$ cat config.mk
export PLATFORM = sky130hd
export DESIGN_NAME = sm3_hash_engine
export DESIGN_NICKNAME = d
export VERILOG_FILES = /design/src/sv/sm3_pkg.sv /design/src/sv/sm3_ctrl.sv /design/src/sv/sm3_datapath.sv /design/src/sv/sm3_hash_engine.sv
export SDC_FILE = /design/constraint.sdc
export NUM_CORES = 2
export LEC_CHECK = 0
export BUFFER_PORTS_ARGS = -buffer_cell sky130_fd_sc_hd__buf_2
export CORE_UTILIZATION = 55
export DETAILED_ROUTE_END_ITERATION = 8
export HOLD_SLACK_MARGIN = 0.15
export PLACE_DENSITY = 0.71
export SLEW_MARGIN = 20
export SYNTH_ARGS = -nofsm -noshare
export SYNTH_HDL_FRONTEND = slang
export SYNTH_HIERARCHICAL = 1
export SYNTH_SLANG_ARGS = --single-unit
$ cat constraint.sdc
create_clock -name aclk -period 13.6 [get_ports aclk]
set_input_delay 2.72 -clock aclk [delete_from_list [all_inputs] [get_ports aclk]]
set_output_delay 2.72 -clock aclk [all_outputs]
set_load 0.02 [all_outputs]
$ cat src/sv/sm3_pkg.sv
// SM3 hash engine package: constants, round functions and the
// command/status structs shared by the controller and the datapath.
// Depends on nothing.
package sm3_pkg;

    localparam int CvWords = 8;

    typedef logic [31:0] word_t;

    localparam word_t T_LOW  = 32'h79CC4519;
    localparam word_t T_HIGH = 32'h7A879D8A;

    localparam logic [7:0] PAD_BYTE = 8'h80;
    localparam logic [5:0] POS_LAST = 6'h3F;
    localparam logic [5:0] POS_LEN  = 6'd56;

    typedef word_t iv_t [CvWords];
    localparam iv_t IV = '{
        32'h7380166f, 32'h4914b2b9, 32'h172442d7, 32'hda8a0600,
        32'ha96f30bc, 32'h163138aa, 32'he38dee4d, 32'hb0fb0e4e
    };

    // Source of the byte that is shifted into the block buffer.
    typedef logic [1:0] bsel_t;
    localparam bsel_t BSEL_DATA = 2'd0;
    localparam bsel_t BSEL_PAD  = 2'd1;
    localparam bsel_t BSEL_ZERO = 2'd2;
    localparam bsel_t BSEL_LEN  = 2'd3;

    typedef struct packed {
        logic        shift;      // shift one byte into the block buffer
        bsel_t       bsel;
        logic        count_inc;  // message byte: advance the byte count
        logic        load_work;  // copy chaining value into working words
        logic        round_en;   // run one compression round
        logic        cv_fold;    // chaining value ^= working words
        logic        cv_reset;   // back to IV, counts cleared
        logic [2:0]  word_sel;   // digest word on the output
    } cmd_t;

    typedef struct packed {
        logic [5:0] pos;         // bytes in the current block
        logic       round_done;  // last round is running
    } status_t;

    function automatic word_t rotl(input word_t x, input logic [4:0] n);
        logic [63:0] t;
        t = {x, x} << n;
        return t[63:32];
    endfunction

    function automatic word_t p0(input word_t x);
        return x ^ {x[22:0], x[31:23]} ^ {x[14:0], x[31:15]};
    endfunction

    function automatic word_t p1(input word_t x);
        return x ^ {x[16:0], x[31:17]} ^ {x[8:0], x[31:9]};
    endfunction

endpackage

$ cat src/sv/sm3_ctrl.sv
// SM3 controller: sequences byte loading, padding, compression and
// digest output. Depends on sm3_pkg.
module sm3_ctrl (
    input  logic              aclk,
    input  logic              aresetn,
    input  logic              s_valid,
    output logic              s_ready,
    input  logic              s_byte_valid,
    input  logic              s_last,
    output logic              m_valid,
    input  logic              m_ready,
    output logic [2:0]        m_word_index,
    output logic              m_last_word,
    output sm3_pkg::cmd_t     cmd,
    input  sm3_pkg::status_t  status
);

    localparam logic [2:0] ST_IDLE  = 3'd0;
    localparam logic [2:0] ST_PAD80 = 3'd1;
    localparam logic [2:0] ST_PADZ  = 3'd2;
    localparam logic [2:0] ST_PADL  = 3'd3;
    localparam logic [2:0] ST_COMP  = 3'd4;
    localparam logic [2:0] ST_FIN   = 3'd5;
    localparam logic [2:0] ST_EMIT  = 3'd6;

    logic [2:0] state_reg, state_next;
    logic [2:0] ret_reg, ret_next;
    logic [2:0] idx_reg, idx_next;
    logic       accept;
    logic       wrap;

    assign s_ready      = (state_reg == ST_IDLE);
    assign m_valid      = (state_reg == ST_EMIT);
    assign m_word_index = idx_reg;
    assign m_last_word  = (idx_reg == 3'd7);
    assign accept       = s_valid && s_ready;
    assign wrap         = (status.pos == sm3_pkg::POS_LAST);

    always_comb begin
        state_next = state_reg;
        ret_next   = ret_reg;
        idx_next   = idx_reg;
        cmd        = '0;
        cmd.bsel   = sm3_pkg::BSEL_DATA;
        cmd.word_sel = idx_reg;
        unique case (state_reg)
            ST_IDLE: begin
                if (accept) begin
                    if (s_byte_valid) begin
                        cmd.shift     = 1'b1;
                        cmd.count_inc = 1'b1;
                    end
                    if (s_byte_valid && wrap) begin
                        cmd.load_work = 1'b1;
                        ret_next   = s_last ? ST_PAD80 : ST_IDLE;
                        state_next = ST_COMP;
                    end else if (s_last) begin
                        state_next = ST_PAD80;
                    end
                end
            end
            ST_PAD80: begin
                cmd.shift = 1'b1;
                cmd.bsel  = sm3_pkg::BSEL_PAD;
                if (wrap) begin
                    cmd.load_work = 1'b1;
                    ret_next   = ST_PADZ;
                    state_next = ST_COMP;
                end else begin
                    state_next = ST_PADZ;
                end
            end
            ST_PADZ: begin
                if (status.pos == sm3_pkg::POS_LEN) begin
                    state_next = ST_PADL;
                end else begin
                    cmd.shift = 1'b1;
                    cmd.bsel  = sm3_pkg::BSEL_ZERO;
                    if (wrap) begin
                        cmd.load_work = 1'b1;
                        ret_next   = ST_PADZ;
                        state_next = ST_COMP;
                    end
                end
            end
            ST_PADL: begin
                cmd.shift = 1'b1;
                cmd.bsel  = sm3_pkg::BSEL_LEN;
                if (wrap) begin
                    cmd.load_work = 1'b1;
                    ret_next   = ST_EMIT;
                    state_next = ST_COMP;
                end
            end
            ST_COMP: begin
                cmd.round_en = 1'b1;
                if (status.round_done) begin
                    state_next = ST_FIN;
                end
            end
            ST_FIN: begin
                cmd.cv_fold = 1'b1;
                state_next  = ret_reg;
            end
            ST_EMIT: begin
                if (m_ready) begin
                    idx_next = idx_reg + 3'd1;
                    if (idx_reg == 3'd7) begin
                        cmd.cv_reset = 1'b1;
                        state_next   = ST_IDLE;
                    end
                end
            end
            default: begin
                state_next = ST_IDLE;
            end
        endcase
    end

    always_ff @(posedge aclk) begin
        if (!aresetn) begin
            state_reg <= ST_IDLE;
            ret_reg   <= ST_IDLE;
            idx_reg   <= 3'd0;
        end else begin
            state_reg <= state_next;
            ret_reg   <= ret_next;
            idx_reg   <= idx_next;
        end
    end

endmodule

$ cat src/sv/sm3_datapath.sv
// SM3 datapath: block buffer and message expansion window, byte count,
// working words with the round logic, and the chaining value.
// Depends on sm3_pkg.
module sm3_datapath (
    input  logic              aclk,
    input  logic              aresetn,
    input  logic [7:0]        s_data_byte,
    input  sm3_pkg::cmd_t     cmd,
    output sm3_pkg::status_t  status,
    output logic [31:0]       m_digest_word
);

    // The 512-bit buffer takes bytes at the low end; once full, word 0 sits
    // at the top and it serves as the sixteen-word expansion window.
    logic [511:0]   buf_reg;
    logic [60:0]    count_reg;
    logic [5:0]     pos_reg;
    logic [5:0]     round_reg;
    sm3_pkg::word_t cv_reg [sm3_pkg::CvWords];
    sm3_pkg::word_t a_reg, b_reg, c_reg, d_reg, e_reg, f_reg, g_reg, h_reg;

    logic [63:0]    bit_len;
    logic [7:0]     len_byte;
    logic [7:0]     byte_in;
    sm3_pkg::word_t w0, w3, w4, w7, w10, w13, w_new;
    sm3_pkg::word_t tj, a12, ss1, ss2, ffv, ggv, tt1, tt2;
    logic           early;

    assign status.pos        = pos_reg;
    assign status.round_done = (round_reg == 6'd63);
    assign m_digest_word     = cv_reg[cmd.word_sel];

    assign bit_len  = {count_reg, 3'b000};
    assign len_byte = bit_len[6'd63 - {pos_reg[2:0], 3'b000} -: 8];

    always_comb begin
        case (cmd.bsel)
            sm3_pkg::BSEL_DATA: byte_in = s_data_byte;
            sm3_pkg::BSEL_PAD:  byte_in = sm3_pkg::PAD_BYTE;
            sm3_pkg::BSEL_ZERO: byte_in = 8'h00;
            default:            byte_in = len_byte;
        endcase
    end

    assign w0  = buf_reg[511:480];
    assign w3  = buf_reg[415:384];
    assign w4  = buf_reg[383:352];
    assign w7  = buf_reg[287:256];
    assign w10 = buf_reg[191:160];
    assign w13 = buf_reg[95:64];
    assign w_new = sm3_pkg::p1(w0 ^ w7 ^ sm3_pkg::rotl(w13, 5'd15))
                 ^ sm3_pkg::rotl(w3, 5'd7) ^ w10;

    assign early = (round_reg < 6'd16);
    assign tj    = sm3_pkg::rotl(early ? sm3_pkg::T_LOW : sm3_pkg::T_HIGH, round_reg[4:0]);
    assign a12   = sm3_pkg::rotl(a_reg, 5'd12);
    assign ss1   = sm3_pkg::rotl(a12 + e_reg + tj, 5'd7);
    assign ss2   = ss1 ^ a12;
    assign ffv   = early ? (a_reg ^ b_reg ^ c_reg)
                         : ((a_reg & b_reg) | (a_reg & c_reg) | (b_reg & c_reg));
    assign ggv   = early ? (e_reg ^ f_reg ^ g_reg)
                         : ((e_reg & f_reg) | (~e_reg & g_reg));
    assign tt1   = ffv + d_reg + ss2 + (w0 ^ w4);
    assign tt2   = ggv + h_reg + ss1 + w0;

    always_ff @(posedge aclk) begin
        if (!aresetn) begin
            count_reg <= '0;
            pos_reg   <= '0;
            round_reg <= '0;
            for (int i = 0; i < sm3_pkg::CvWords; i++) begin
                cv_reg[i] <= sm3_pkg::IV[i];
            end
        end else begin
            if (cmd.shift) begin
                pos_reg <= pos_reg + 6'd1;
            end
            if (cmd.count_inc) begin
                count_reg <= count_reg + 61'd1;
            end
            if (cmd.load_work) begin
                round_reg <= '0;
            end else if (cmd.round_en) begin
                round_reg <= round_reg + 6'd1;
            end
            if (cmd.cv_fold) begin
                cv_reg[0] <= cv_reg[0] ^ a_reg;
                cv_reg[1] <= cv_reg[1] ^ b_reg;
                cv_reg[2] <= cv_reg[2] ^ c_reg;
                cv_reg[3] <= cv_reg[3] ^ d_reg;
                cv_reg[4] <= cv_reg[4] ^ e_reg;
                cv_reg[5] <= cv_reg[5] ^ f_reg;
                cv_reg[6] <= cv_reg[6] ^ g_reg;
                cv_reg[7] <= cv_reg[7] ^ h_reg;
            end else if (cmd.cv_reset) begin
                for (int i = 0; i < sm3_pkg::CvWords; i++) begin
                    cv_reg[i] <= sm3_pkg::IV[i];
                end
                count_reg <= '0;
                pos_reg   <= '0;
            end
        end
    end

    always_ff @(posedge aclk) begin
        if (cmd.shift) begin
            buf_reg <= {buf_reg[503:0], byte_in};
        end else if (cmd.round_en) begin
            buf_reg <= {buf_reg[479:0], w_new};
        end
        if (cmd.load_work) begin
            a_reg <= cv_reg[0];
            b_reg <= cv_reg[1];
            c_reg <= cv_reg[2];
            d_reg <= cv_reg[3];
            e_reg <= cv_reg[4];
            f_reg <= cv_reg[5];
            g_reg <= cv_reg[6];
            h_reg <= cv_reg[7];
        end else if (cmd.round_en) begin
            d_reg <= c_reg;
            c_reg <= {b_reg[22:0], b_reg[31:23]};
            b_reg <= a_reg;
            a_reg <= tt1;
            h_reg <= g_reg;
            g_reg <= {f_reg[12:0], f_reg[31:13]};
            f_reg <= e_reg;
            e_reg <= sm3_pkg::p0(tt2);
        end
    end

endmodule

$ cat src/sv/sm3_hash_engine.sv
// SM3 hash engine, one message byte per item, taken while s_ready is high during loading;
// s_ready drops while each 64-byte block runs 64 rounds in the single round unit and one fold.
// On a last item, padding shifts one byte per cycle up to the block end, pausing for
// one or two compressions, then eight digest words go out, one per accepted item.
// Reset (aresetn, synchronous, active low) loads the IV and clears the byte count.
// Top level: joins sm3_ctrl and sm3_datapath; depends on sm3_pkg.
module sm3_hash_engine (
    input  logic        aclk,
    input  logic        aresetn,
    input  logic        s_valid,
    output logic        s_ready,
    input  logic [7:0]  s_data_byte,
    input  logic        s_byte_valid,
    input  logic        s_last,
    output logic        m_valid,
    input  logic        m_ready,
    output logic [31:0] m_digest_word,
    output logic [2:0]  m_word_index,
    output logic        m_last_word
);

    sm3_pkg::cmd_t    cmd;
    sm3_pkg::status_t status;

    sm3_ctrl u_ctrl (
        .aclk         (aclk),
        .aresetn      (aresetn),
        .s_valid      (s_valid),
        .s_ready      (s_ready),
        .s_byte_valid (s_byte_valid),
        .s_last       (s_last),
        .m_valid      (m_valid),
        .m_ready      (m_ready),
        .m_word_index (m_word_index),
        .m_last_word  (m_last_word),
        .cmd          (cmd),
        .status       (status)
    );

    sm3_datapath u_datapath (
        .aclk          (aclk),
        .aresetn       (aresetn),
        .s_data_byte   (s_data_byte),
        .cmd           (cmd),
        .status        (status),
        .m_digest_word (m_digest_word)
    );

endmodule

=== Word level (Yosys, flattened, before mapping) ===
Memories as Yosys holds them, arrays and structs flattened. A register that Yosys moved wholly into a read port is not among the register bits.
Cells that the tools add are included.

* Memory bits (writable): 256
* Memories: 1
* Memory bits (read-only): 0
* Flip-flop bits (word level): 850
* Bits in latches: 0

{| class="wikitable"
|+ Memories
! memory !! words !! width !! read ports !! clocked after Yosys merged registers in !! write ports !! line !! RTL
|-
| u_datapath.cv_reg || 8 || 32 || 9 || 1 || 8 || sm3_datapath.sv:19 || <nowiki>sm3_pkg::word_t cv_reg [sm3_pkg::CvWords];</nowiki>
|}

* Equality and inequality tests: 20
* Multipliers: 0
* Magnitude comparators: 1
* Div/mod/pow operators: 0
* $add $sub $neg: 13
* Reductions and logical operators: 12
* Shifts and indexed selects: 2
* Bitwise operators: 48
* Mux-type cells: 87

{| class="wikitable"
|+ Operators with widths
! kind !! count
|-
| 32-bit two-way mux || 34
|-
| 512-bit two-way mux || 2
|-
| 32-bit XOR || 22
|-
| 32-bit adder || 8
|-
| 61-bit two-way mux || 3
|-
| 32-bit bitwise AND || 5
|-
| 32-bit OR || 3
|-
| 71-bit by 7-bit indexed part select with 8-bit output || 1
|-
| 64-bit by 5-bit left shift with 64-bit output || 1
|-
| 61-bit by 1-bit adder with 61-bit output (second input constant) || 1
|-
| 3-bit two-way mux || 17
|-
| 32-bit inverter || 1
|-
| 26-bit two-way mux || 1
|-
| 8-bit one-hot mux with 3 select lines || 1
|-
| 3-bit one-hot mux with 7 select lines || 1
|-
| 1-bit two-way mux || 20
|-
| 6-bit == test (second input constant) || 3
|-
| 6-bit two-way mux || 3
|-
| 1-bit OR || 16
|-
| 6-bit by 1-bit adder with 6-bit output (second input constant) || 2
|-
| 3-bit == test (second input constant) || 4
|-
| 3-bit one-hot mux with 4 select lines || 1
|-
| 5-bit AND reduction || 2
|-
| 2-bit inequality test (second input constant) || 4
|-
| other kinds (20) || 27
|}

=== Depth between registers and ports, before layout ===
* Depth in word-level cells: 11
* Mapped depth: 41
* Depth with buffers taken out: 37

=== Cells and area by module ===
Netlist, hierarchy kept.

{| class="wikitable"
|+ Modules (own cells, without submodules)
! module !! area each (µm²) !! times used !! cells each
|-
| sm3_datapath || 62961.6 || 1 || 5079
|-
| sm3_ctrl || 691.9 || 1 || 92
|}

=== Worst setup path after synthesis ===
No wires, ideal clock.

* Path kind: input-to-reg
* Start: input s_valid
* End: register u_datapath.buf_reg[0], enable pin
* Setup slack: 2.812 ns
* Stages: 8
* Required time: 12.933 ns
* Library setup time: 0.667 ns
* Buffers on the path: 3
* Data arrival time: 10.121 ns
* Path through: a21oi_1 > a31oi_1 > nor2_1 > nor2_1 > clkbuf_1 > clkbuf_1 > clkbuf_1 > or2_2

{| class="wikitable"
|+ RTL lines
! what !! line !! RTL
|-
| start, declared || sm3_hash_engine.sv:10 || <nowiki>input logic s_valid,</nowiki>
|-
| end signal, assigned || sm3_datapath.sv:107 || <nowiki>buf_reg <= {buf_reg[503:0], byte_in};</nowiki>
|-
| end signal, assigned || sm3_datapath.sv:109 || <nowiki>buf_reg <= {buf_reg[479:0], w_new};</nowiki>
|-
| end, declared || sm3_datapath.sv:15 || <nowiki>logic [511:0] buf_reg;</nowiki>
|}

=== Worst setup path after layout ===
* Start: register u_datapath.round_reg[4]
* End: register u_datapath.e_reg[31], data pin

* Word-level cells in the longest chain between the ends: 10
* Elaborated cells between the ends (all ways): 12
* Those cells by class: add/sub (4); order compare (1); shift (1); mux (4); bitwise (2)

{| class="wikitable"
|+ Ends and longest elaborated chain
! what !! line !! RTL
|-
| start, declared || sm3_datapath.sv:18 || <nowiki>logic [5:0] round_reg;</nowiki>
|-
| start signal, assigned || sm3_datapath.sv:84 || <nowiki>round_reg <= round_reg + 6'd1;</nowiki>
|-
| 6-bit by 5-bit less-than comparator with 1-bit output || sm3_datapath.sv:54 || <nowiki>assign early = (round_reg < 6'd16);</nowiki>
|-
| 26-bit two-way mux || sm3_datapath.sv:55 || <nowiki>assign tj = sm3_pkg::rotl(early ? sm3_pkg::T_LOW : sm3_pkg::T_HIGH, round_reg[4:0]);</nowiki>
|-
| 64-bit by 5-bit left shift with 64-bit output || sm3_pkg.sv:48 || <nowiki>t = {x, x} << n;</nowiki>
|-
| 32-bit adder || sm3_datapath.sv:57 || <nowiki>assign ss1 = sm3_pkg::rotl(a12 + e_reg + tj, 5'd7);</nowiki>
|-
| 32-bit adder * (2 in series) || sm3_datapath.sv:64 || <nowiki>assign tt2 = ggv + h_reg + ss1 + w0;</nowiki>
|-
| 32-bit XOR || sm3_pkg.sv:53 || <nowiki>return x ^ {x[22:0], x[31:23]} ^ {x[14:0], x[31:15]};</nowiki>
|-
| 32-bit XOR * || sm3_pkg.sv:53 ||
|-
| 32-bit two-way mux * || sm3_datapath.sv:120 || <nowiki>end else if (cmd.round_en) begin</nowiki>
|-
| 32-bit two-way mux * || sm3_datapath.sv:111 || <nowiki>if (cmd.load_work) begin</nowiki>
|-
| end signal, assigned || sm3_datapath.sv:116 || <nowiki>e_reg <= cv_reg[4];</nowiki>
|-
| end signal, assigned || sm3_datapath.sv:128 || <nowiki>e_reg <= sm3_pkg::p0(tt2);</nowiki>
|-
| end, declared || sm3_datapath.sv:20 || <nowiki>sm3_pkg::word_t a_reg, b_reg, c_reg, d_reg, e_reg, f_reg, g_reg, h_reg;</nowiki>
|}

Every way passes the cells marked *; elsewhere a longest branch is shown, timed or not. The select of a mux whose other input is x is not followed.
A chain may end at the register's enable or synchronous reset.

==> flow_summary.json <==
{
  "status": "completed",
  "synth_compound_area_share_pct": 7.112,
  "cts_tree": "yes",
  "ys.flop_type": "edfxtp_1",
  "crit_slowest_cell": "nor4_1",
  "max_freq_mhz": 91.52,
  "clk_latency_ps": 740,
  "critPathArrivalTime_ps": 11400,
  "nNetsFinal": 5442,
  "fin_skew_ps": 41.36,
  "period_minus_slack_ps": 10930,
  "numPortBuffers": 51,
  "drv_cap": 0,
  "slowest_delay_ps": 770,
  "route.detailed.drc": 0,
  "placed_area_um2": 65260,
  "dp.cells": 6530,
  "cp.required_ps": 14080,
  "seq_area_frac_synth_pct": 48.87,
  "leakage_nw": 24.06,
  "muxShareOfSynthArea_pct": 16.59,
  "drt_pass1_iterations": 8,
  "period_share_pct": 80.34,
  "path_clk_slew_ps": 60,
  "final_util_pct": 60.58,
  "path_common_cell": "fa_1",
  "dieArea_um2": 117100,
  "rsz0062_at_grt": "false",
  "cts_buffers": 117,
  "grt_pass1_wl_mm": 265.5,
  "cts.htree.levels": 3,
  "synth_edf_count": 896,
  "yosys_warnings": 6,
  "syn-num-nets": 5476,
  "die_w_um": 342.2,
  "viasPerCell": 6.150,
  "worstSetupPathType": "reg -> reg",
  "syn_to_final_growth_pct": 8.979,
  "synth-simple-area-share_pct": 7.357,
  "finalPower_mw": 12.35,
  "n_fill_cell": 9014,
  "p_per_area_nw_per_um2": 178.0,
  "synthesis.area_um2": 63650,
  "root_buffer": "clkbuf_16",
  "drive_gt1_share_pct": 21.43,
  "cts.repair.resized": 0,
  "finalHoldViolations": 0,
  "place_ws_ps": 2905,
  "maxSlewHeadroom_pct": 19.43,
  "initial_core_util_pct": 55.59,
  "dp_hpwl_mm": 131.7,
  "ant_nets": 0,
  "final_area_um2": 69370,
  "largest_reg_flops": 512,
  "setup_tns_ps": 0,
  "fin_ws_ps": 2674,
  "tightestPinTransition_ps": 1200,
  "routedWlPerCell_um": 26.71,
  "startpoint_type": "flip-flop",
  "vias": 41540,
  "timing.hold.ws_ps": 461.7,
  "ys_ff_latch": 1106,
  "regArea_um2": 31120,
  "clock-sinks": 1106,
  "postCtsSetupBuffers": 0,
  "worstPathMaxFanout": 73,
  "synth_xor_area_share_pct": 9.441,
  "die_h_um": 342.2,
  "overflow": 0,
  "clockBufferDepth": 3,
  "grt_pass1_vias": 40130,
  "num_rows": 124,
  "synth_top_family_by_area": "multiplexers",
  "antenna_found_initial": 4,
  "grt_max_degree": 214,
  "synthCells": 5171,
  "track_usage_pct": 30.79,
  "design.core.area_um2": 114500,
  "place_congestion": 1.001,
  "vdd_ir_drop_max_v": 0.0001514,
  "synth_fa_ha_area_share_pct": 7.953,
  "ys_types": 86,
  "fin_cells": 6754,
  "syn_area_per_cell_um2": 12.31,
  "hp-class": "reg -> reg",
  "multi_input_area_um2": 30890,
  "io_pins": 52,
  "cp-end-kind": "flip-flop",
  "final_max_slew_viol_count": 0,
  "setup_violations": 0,
  "async_flop_share_pct": 0,
  "drtIter0Drc": 4841,
  "ctsHoldBuffers": 0,
  "wl_mm": 180.4
}
==> layer usage <==
| layer | GRT usage, % | vias to the layer above | part of all wire, % |
|---|---|---|---|
| met1 | 42.52 | 20860 | 41 |
| met3 | 4.783 | 346 | 7.6 |
| met5 | 0 | - | 0.012 |
| met4 | 15.47 | 4 | 5.7 |
| met2 | 47.37 | 1689 | 45 |
| li1 | - | 18630 | - |
==> layout by cell type, fill, tap and decap left out, types with 10 or more instances in the layout <==
master     netlist  final
a211oi_1        59     59
a21boi_0        11     11
a21o_1          47     47
a21oi_1        168    168
a31oi_1         57     57
and2_1          12     11
and3_1          32     32
buf_2            8     51
buf_4            4     40
bufinv_16        0     20
clkbuf_1       183     27
clkbuf_16        0    118
clkinv_1         0     17
clkinv_2         0     20
dfxtp_1        210    206
edfxtp_1       896    896
fa_1           188    188
ha_1           103    103
inv_1          200    198
mux2_2         733    733
mux2i_1         57     57
mux4_2          77     77
nand2_1        446    443
nand2b_1        21     21
nand3_1         77     77
nand4_1         26     26
nor2_1         302    301
nor2b_1         23     23
nor3_1          55     55
o211ai_1        23     23
o21a_1          15     14
o21ai_0        245    244
o31ai_1         10     10
or3_1           18     18
xnor2_1        438    438
xor2_1         220    220
==> Yosys cell counts, types with 10 or more instances <==
library cell  number  area, um2
a211oi_1          59      442.9
a21boi_0          11      82.58
a21o_1            47      352.8
a21oi_1          168      840.8
a31oi_1           57      356.6
and2_1            12      75.07
and3_1            32      200.2
buf_1             51      191.4
clkbuf_1         183      686.9
dfxtp_1          210       4204
edfxtp_1         896      26910
fa_1             188       3764
ha_1             103       1289
inv_1            200      750.7
mux2_2           733       8254
mux2i_1           57      570.6
mux4_2            77       1734
nand2_1          446       1674
nand2b_1          21      131.4
nand3_1           77      385.4
nand4_1           26      162.7
nor2_1           302       1134
nor2b_1           23      143.9
nor3_1            55      275.3
o211ai_1          23      172.7
o21a_1            15      112.6
o21ai_0          245       1226
o31ai_1           10      75.07
or3_1             18      112.6
xnor2_1          438       3836
xor2_1           220       1927
==> final cells by class <==
type / count / area share, %
antenna: 2 / 0.007215
clock buffer: 149 / 4.482
clock inverter: 73 / 1.429
inverter: 201 / 1.102
multi-input combinational: 3618 / 44.53
sequential: 1106 / 44.86
tap: 1512 / 2.727
timing repair buffer: 93 / 0.8586
==> cell families after synthesis <==
| kind of cell | after synthesis |
|---|---|
| flops | 1106 |
| simple gates | 1062 |
| mux | 867 |
| compound gates | 728 |
| xor+xnor | 669 |
| buf+inv | 447 |
| fa+ha+maj | 292 |
==> worst paths after layout <==
| path | startpoint | endpoint | slack (ps) | cells after the start |
|---|---|---|---|---|
| setup / recovery | u_datapath/round_reg[4] | u_datapath/e_reg[31] | 2670 | 36 |
| hold / removal | u_ctrl/ret_reg[1] | u_ctrl/ret_reg[1] | 460 | 2 |
| setup reg to reg | u_datapath/round_reg[4] | u_datapath/e_reg[31] | 2670 | 36 |
| hold reg to reg | u_ctrl/ret_reg[1] | u_ctrl/ret_reg[1] | 460 | 2 |
==> report_power, final <==
group	leakage [nW]	internal [mW]	total (mW)	switching, mW
registers	10.2	4.49	4.89	0.397
logic	11.9	1.86	4.06	2.20
clock network	1.98	2.01	3.41	1.40
==> worst max-delay path, delay by kind of cell, from the launching register on <==
family	cells	cell delay [ps]
fa+ha+maj	8	3390
flops	1	310
xor+xnor	1	160
buf+inv	4	1140
compound gates	15	3930
simple gates	7	1590
mux	1	150
Note: power is estimated with default switching activity, not from simulation.
